File: src/rtl/pfargb_pkg.sv
// Types, constants and helpers for the pixel format to ARGB converter.
package pfargb_pkg;

	localparam int unsigned CHAN_W   = 8;
	localparam int unsigned WORD_W   = 32;
	localparam int unsigned DEPTH_W  = 6;
	localparam int unsigned FMT_W    = 9;
	localparam int unsigned OFF_W    = 5;
	localparam int unsigned LEN_W    = 4;
	localparam int unsigned CFG_IDX_W = 3;
	localparam int unsigned CFG_DATA_W = 9;

	localparam logic [DEPTH_W-1:0] DEPTH_16 = 6'd16;
	localparam logic [DEPTH_W-1:0] DEPTH_32 = 6'd32;

	localparam logic [LEN_W-1:0] LEN_MAX = 4'd8;
	localparam logic [CHAN_W-1:0] ALPHA_OPAQUE = 8'hFF;

	localparam logic [DEPTH_W-1:0] DEPTH_RST = 6'd16;
	localparam logic [FMT_W-1:0]   RED_RST   = 9'd171;
	localparam logic [FMT_W-1:0]   GREEN_RST = 9'd197;
	localparam logic [FMT_W-1:0]   BLUE_RST  = 9'd160;
	localparam logic [FMT_W-1:0]   ALPHA_RST = 9'd0;

	typedef enum logic [CFG_IDX_W-1:0] {
		REG_PIXEL_DEPTH  = 3'd0,
		REG_RED_FORMAT   = 3'd1,
		REG_GREEN_FORMAT = 3'd2,
		REG_BLUE_FORMAT  = 3'd3,
		REG_ALPHA_FORMAT = 3'd4
	} cfg_reg_t;

	typedef struct packed {
		logic [7:0] pixel_byte_0;
		logic [7:0] pixel_byte_1;
		logic [7:0] pixel_byte_2;
		logic [7:0] pixel_byte_3;
	} in_t;

	typedef struct packed {
		logic [7:0] alpha_out;
		logic [7:0] red_out;
		logic [7:0] green_out;
		logic [7:0] blue_out;
		logic       depth_error;
	} out_t;

	typedef struct packed {
		logic [DEPTH_W-1:0] pixel_depth;
		logic [FMT_W-1:0]   red_format;
		logic [FMT_W-1:0]   green_format;
		logic [FMT_W-1:0]   blue_format;
		logic [FMT_W-1:0]   alpha_format;
	} fmt_cfg_t;

	// Field length with codes above eight saturated to eight.
	function automatic logic [LEN_W-1:0] fmt_length(input logic [FMT_W-1:0] fmt);
		logic [LEN_W-1:0] len;
		len = fmt[FMT_W-1:OFF_W];
		return (len > LEN_MAX) ? LEN_MAX : len;
	endfunction

endpackage

File: src/rtl/pfargb_channel.sv
// Extracts one bit field from the pixel word and left-aligns it to 8 bits.
module pfargb_channel (
	input  logic [pfargb_pkg::WORD_W-1:0] word,
	input  logic [pfargb_pkg::FMT_W-1:0]  fmt,
	output logic [pfargb_pkg::CHAN_W-1:0] chan
);

	logic [pfargb_pkg::OFF_W-1:0]  off;
	logic [pfargb_pkg::LEN_W-1:0]  len;
	logic [pfargb_pkg::WORD_W-1:0] shifted;
	logic [pfargb_pkg::CHAN_W:0]   mask9;
	logic [pfargb_pkg::CHAN_W-1:0] field;
	logic [pfargb_pkg::LEN_W-1:0]  pad;

	always_comb begin
		off     = fmt[pfargb_pkg::OFF_W-1:0];
		len     = pfargb_pkg::fmt_length(fmt);
		shifted = word >> off;
		mask9   = (9'd1 << len) - 9'd1;
		field   = shifted[pfargb_pkg::CHAN_W-1:0] & mask9[pfargb_pkg::CHAN_W-1:0];
		pad     = pfargb_pkg::LEN_MAX - len;
		chan    = field << pad;
	end

endmodule

File: src/rtl/pfargb_convert.sv
// Pixel word assembly, depth check and the four channel extractors.
module pfargb_convert (
	input  pfargb_pkg::in_t      pix,
	input  pfargb_pkg::fmt_cfg_t cfg,
	output pfargb_pkg::out_t     res
);

	logic [pfargb_pkg::WORD_W-1:0] word;
	logic                          is16;
	logic                          is32;
	logic [pfargb_pkg::CHAN_W-1:0] red;
	logic [pfargb_pkg::CHAN_W-1:0] green;
	logic [pfargb_pkg::CHAN_W-1:0] blue;
	logic [pfargb_pkg::CHAN_W-1:0] alpha;

	always_comb begin
		is16 = (cfg.pixel_depth == pfargb_pkg::DEPTH_16);
		is32 = (cfg.pixel_depth == pfargb_pkg::DEPTH_32);
		// upper bytes read as zero outside 32-bit mode
		word = {is32 ? pix.pixel_byte_3 : 8'd0, is32 ? pix.pixel_byte_2 : 8'd0,
			pix.pixel_byte_1, pix.pixel_byte_0};
	end

	pfargb_channel u_red   (.word(word), .fmt(cfg.red_format),   .chan(red));
	pfargb_channel u_green (.word(word), .fmt(cfg.green_format), .chan(green));
	pfargb_channel u_blue  (.word(word), .fmt(cfg.blue_format),  .chan(blue));
	pfargb_channel u_alpha (.word(word), .fmt(cfg.alpha_format), .chan(alpha));

	always_comb begin
		res = '0;
		if (is16 || is32) begin
			res.red_out   = red;
			res.green_out = green;
			res.blue_out  = blue;
			res.alpha_out = (pfargb_pkg::fmt_length(cfg.alpha_format) == '0)
				? pfargb_pkg::ALPHA_OPAQUE : alpha;
		end else begin
			res.depth_error = 1'b1;
		end
	end

endmodule

File: src/rtl/pixel_format_to_argb.sv
// Converts framebuffer pixels (16- or 32-bit, little-endian bytes) to 8-bit
// ARGB channels using per-channel offset/length formats. One pixel is taken
// per clock while in_ready is high; a pixel's result reaches the outputs
// through the input register, then the extract and align logic into the
// result register. The input keeps accepting while a result waits, stalling
// only when both the input and result registers are full and out_ready is
// low. Format registers are written through cfg_we/cfg_index/cfg_data and
// should change only while no pixel is in flight.
module pixel_format_to_argb (
	input  logic                                clk,
	input  logic                                arst_n,
	input  logic                                cfg_we,
	input  logic [pfargb_pkg::CFG_IDX_W-1:0]    cfg_index,
	input  logic [pfargb_pkg::CFG_DATA_W-1:0]   cfg_data,
	input  logic                                in_valid,
	output logic                                in_ready,
	input  pfargb_pkg::in_t                     in_data,
	output logic                                out_valid,
	input  logic                                out_ready,
	output pfargb_pkg::out_t                    out_data
);

	pfargb_pkg::fmt_cfg_t cfg_q;
	pfargb_pkg::in_t      pix_s1;
	logic                 valid_s1;
	pfargb_pkg::out_t     res_s2;
	logic                 valid_s2;
	pfargb_pkg::out_t     res;
	logic                 take_s2;
	logic                 take_s1;

	always_ff @(posedge clk or negedge arst_n) begin
		if (!arst_n) begin
			cfg_q.pixel_depth  <= pfargb_pkg::DEPTH_RST;
			cfg_q.red_format   <= pfargb_pkg::RED_RST;
			cfg_q.green_format <= pfargb_pkg::GREEN_RST;
			cfg_q.blue_format  <= pfargb_pkg::BLUE_RST;
			cfg_q.alpha_format <= pfargb_pkg::ALPHA_RST;
		end else if (cfg_we) begin
			case (pfargb_pkg::cfg_reg_t'(cfg_index))
				pfargb_pkg::REG_PIXEL_DEPTH:
					cfg_q.pixel_depth <= cfg_data[pfargb_pkg::DEPTH_W-1:0];
				pfargb_pkg::REG_RED_FORMAT:   cfg_q.red_format   <= cfg_data;
				pfargb_pkg::REG_GREEN_FORMAT: cfg_q.green_format <= cfg_data;
				pfargb_pkg::REG_BLUE_FORMAT:  cfg_q.blue_format  <= cfg_data;
				pfargb_pkg::REG_ALPHA_FORMAT: cfg_q.alpha_format <= cfg_data;
				default: ; // drop writes to unused indexes
			endcase
		end
	end

	assign take_s2   = !valid_s2 || out_ready;
	assign take_s1   = !valid_s1 || take_s2;
	assign in_ready  = take_s1;
	assign out_valid = valid_s2;
	assign out_data  = res_s2;

	pfargb_convert u_convert (.pix(pix_s1), .cfg(cfg_q), .res(res));

	always_ff @(posedge clk or negedge arst_n) begin
		if (!arst_n) begin
			valid_s1 <= 1'b0;
			valid_s2 <= 1'b0;
		end else begin
			if (take_s1) valid_s1 <= in_valid;
			if (take_s2) valid_s2 <= valid_s1;
		end
	end

	// payload advances with its stage; no reset needed
	always_ff @(posedge clk) begin
		if (take_s1 && in_valid) pix_s1 <= in_data;
		if (take_s2 && valid_s1) res_s2 <= res;
	end

endmodule

File: config.mk
export PLATFORM = sky130hd
export DESIGN_NAME = pixel_format_to_argb
export DESIGN_NICKNAME = d
export VERILOG_FILES = /design/src/rtl/pfargb_pkg.sv /design/src/rtl/pfargb_channel.sv /design/src/rtl/pfargb_convert.sv /design/src/rtl/pixel_format_to_argb.sv
export SDC_FILE = /design/constraint.sdc
export NUM_CORES = 1
export LEC_CHECK = 0
export BUFFER_PORTS_ARGS = -buffer_cell sky130_fd_sc_hd__buf_4
export CORE_UTILIZATION = 63
export DETAILED_ROUTE_END_ITERATION = 7
export PLACE_DENSITY_LB_ADDON = 0.25
export SYNTH_ARGS = -nofsm -noshare
export SYNTH_HDL_FRONTEND = slang
export SYNTH_SLANG_ARGS = --single-unit
File: constraint.sdc
create_clock -name clk -period 3.8 [get_ports clk]
set_input_delay 0.38 -clock clk [delete_from_list [all_inputs] [get_ports clk]]
set_output_delay 0.38 -clock clk [all_outputs]
set_load 0.005 [all_outputs]
==> results.yml <==
final_layout:
  final_core_utilization_pct: 70.7
  fill_cells: 1389
  drive_gt1_share_pct: 27.9
  instances_no_fill: 1460
  antenna_cells: 0
  design_area_um2: 12800
  syn2layout_area_growth_pct: 9.02
  nets: 1303
clock_network:
  cts_buffers: 9
  cts_tree: "yes"
  path_clk_slew_ns: 0.09
  holdBufCountCts: 0
  cts.htree.levels: 3
  cts_root_buf: "clkbuf_16"
  clock_path_buffers: 2
  insertion_delay_ns: 0.38
  clkSinkCount: 109
  cts_setup_buffers: 0
  cts_resized: 0
detailed_routing:
  firstDrtPassIters: 8
  drt_iter0_markers: 1815
  via_per_inst: 7.67
  vias: 11197
  drc: 10
  wl_per_cell_um: 25.7
  wirelength_um: 37500
  drtAntennaViolNets: 0
sta:
  hold_viol: 0
  fin_crit_ns: 3.51
  rsz0062_at_grt: "no"
  finalSetupViolations: 0
  slew_headroom_pct: 37.4
  fin_crit_sh_pct: 92.3
  fin_worst_skew_ns: 0.0125
  fmax_ghz: 0.285
  tightest_slew_ns: 0.939
  finalMaxSlewViolations: 0
  finalSetupTns_ns: 0
place:
  dpl-instance-area_um2: 12500
  dp_cells: 1444
  port_buffers: 83
  gp_congestion: 0.973
  hpwl_um: 25600
power_and_ir_drop:
  swShare_pct: 45.5
  switching_power_uw: 2930
  clkPwrFrac_pct: 15.6
  cellPowerDensity_nw_per_um2: 503
  p_seq_share_pct: 29.3
  p_comb_share_pct: 55.2
  p_leak_uw: 0.00467
  peakVddDrop_uv: 325
  p_int_uw: 3500
floorplan:
  design.portCount: 84
  die_h_um: 138
  num_rows: 49
  core_area_um2: 18100
  dieArea_um2: 19200
  start_util_pct: 64.8
  die_x_um: 138
grt:
  grt_max_degree: 45
  grt_first_pass_wirelength_um: 58000
  grt_use_total_pct: 39.3
  gr-total-overflow: 0
  antenna_found_initial: 0
  grt_pass1_vias: 10391
yosys:
  synth_flop_cell: "edfxtp_1"
  synthArstFlopShare_pct: 40.4
  synth_fp_nets: 1290
  yosys_register_bits: 109
  ys_warn_count: 0
  syn_inst: 1213
  ys_seq_area_share_pct: 26.2
  syn_area_um2: 11700
  synth_cell_type_count: 88
  syn_area_per_cell_um2: 9.67
  synth_edf_count: 65
hold_path:
  hp-class: "input port to async pin"
status:
  status: "finished with violations"
  violations: "DRC"
critical_path:
  cp_max_fo: 12
  worstRegToRegCells: 12
  critPathMaxStageDelay_ns: 0.61
  worstPathCellList: "nand2b_1, buf_4, inv_1, ha_1, nand2_1, ha_1, xnor2_1, nor4_1, a311oi_1, a21oi_1, or4b_2, o41ai_2"
  worstSetupPathType: "register to register"
  crit_path_end_kind: "register"
  startpoint_type: "register"
  slowest_stage: "or4b_2"
  worstPathRequired_ns: 4.00
  crit_arrival_ns: 3.71
  cp_common_cell: "ha_1"
run:
  maxCapViolCount: 0
==> sequential cells by signal, summed over array words and instances, names as in the netlist <==
signal     flops
out_valid      1
cfg_q         42
out_data      33
pix_s1        32
valid_s1       1
==> per-stage QoR <==
| stage | total power [µW] | hold WS (ns) | setup WS (ns) |
|---|---|---|---|
| after floorplan | 4440 | 0.0844 | 0.412 |
| after global placement | 5270 | 0.436 | 0.548 |
| after detailed placement | 5310 | 0.451 | 0.384 |
| after CTS | 6310 | 0.0509 | 0.362 |
| after global routing | 6750 | 0.0698 | 0.0909 |
| final | 6430 | 0.0140 | 0.292 |
==> power groups by stage <==
stage,combinational [µW],sequential (µW),clock (µW)
detailed placement,3430,1880,0
finish,3550,1880,999
CTS,3450,1860,1000
global route,3790,1910,1050
global placement,3400,1870,0
floorplan,2880,1560,0
==> cell usage after synthesis, drive strengths merged, types with 24 or more instances <==
cell type / instances / share of area, %
nand2: 97 / 3.1
mux4: 88 / 17
clkbuf: 83 / 2.7
nor2: 75 / 2.4
edfxtp: 65 / 17
mux2: 62 / 6.0
mux2i: 60 / 5.1
buf: 46 / 2.1
o21ai: 42 / 1.8
inv: 41 / 1.3
nand3: 40 / 1.7
a21oi: 34 / 1.5
dfrtp: 32 / 6.8
ha: 28 / 3.0
nand2b: 28 / 1.5
nor3: 25 / 1.1
nand4: 24 / 1.3
nor2b: 24 / 1.3
==> logic make-up after synthesis <==
kind of cell	Yosys count	share of synthesized area, %
simple gates	396	17.5
compound gates	286	18.5
mux	210	28.0
buf+inv	175	6.26
flops	109	26.2
fa+ha+maj	28	2.99
xor+xnor	9	0.672
==> worst paths after layout <==
check / end / slack, ns / start
max: out_data[6] / 0.29 / cfg_q[17]
min: cfg_q[17] / 0.01 / arst_n
max reg2reg: out_data[6] / 0.29 / cfg_q[17]
min reg2reg: out_valid / 0.51 / valid_s1
max in group asynchronous: cfg_q[0] / 3.31 / arst_n
min in group clk: pix_s1[7] / 0.17 / in_data[7]
==> worst max-delay path, delay by kind of cell (launching register included) <==
family,cells,cell delay [ns]
and+or+nand+nor,4,1.38
adders and majority gates,2,0.53
DFF,1,0.50
buffers and inverters,2,0.39
AOI/OAI and AO/OA,3,0.34
xor gates and xnor gates,1,0.20
==> placed cells by master (no fill, tap or decap), types with 6 or more instances in the layout <==
cell type	n
nand3_1	40
a311oi_1	11
a221oi_1	7
a211oi_1	9
dfstp_2	12
nor4_1	17
a41oi_1	7
and3_1	7
or2_2	8
nor3b_1	6
nor2b_1	23
dfrtp_1	30
mux2i_1	60
nor3_1	25
o311ai_0	7
inv_1	40
o211ai_1	16
o2111ai_1	8
o32ai_1	9
xnor2_1	6
nand4_1	24
nand2_1	97
nor2_1	74
a2111oi_0	7
mux2_2	62
o221ai_1	7
buf_4	130
a21oi_1	34
clkbuf_16	9
nand2b_1	28
a22oi_1	12
o21ai_0	42
edfxtp_1	65
mux4_2	88
o22ai_1	12
a31oi_1	15
and2_1	14
ha_1	28
==> area by class of cell <==
class	instances	area (µm²)	area share, %
clock buffers	9	225	1.76
multi-input cells	929	7950	62.2
well taps	229	287	2.24
inverters	46	173	1.35
flip-flops and latches	109	3070	24.0
repair buffers	131	996	7.79
clock inverters	7	77.6	0.607
==> metal layers <==
metal  part of all wire (%)  track usage (%)
met5                      0                0
met4                    5.3             19.2
met3                     14             10.7
met1                     37             52.5
met2                     44             59.2
(Power assumes the default switching activity.)
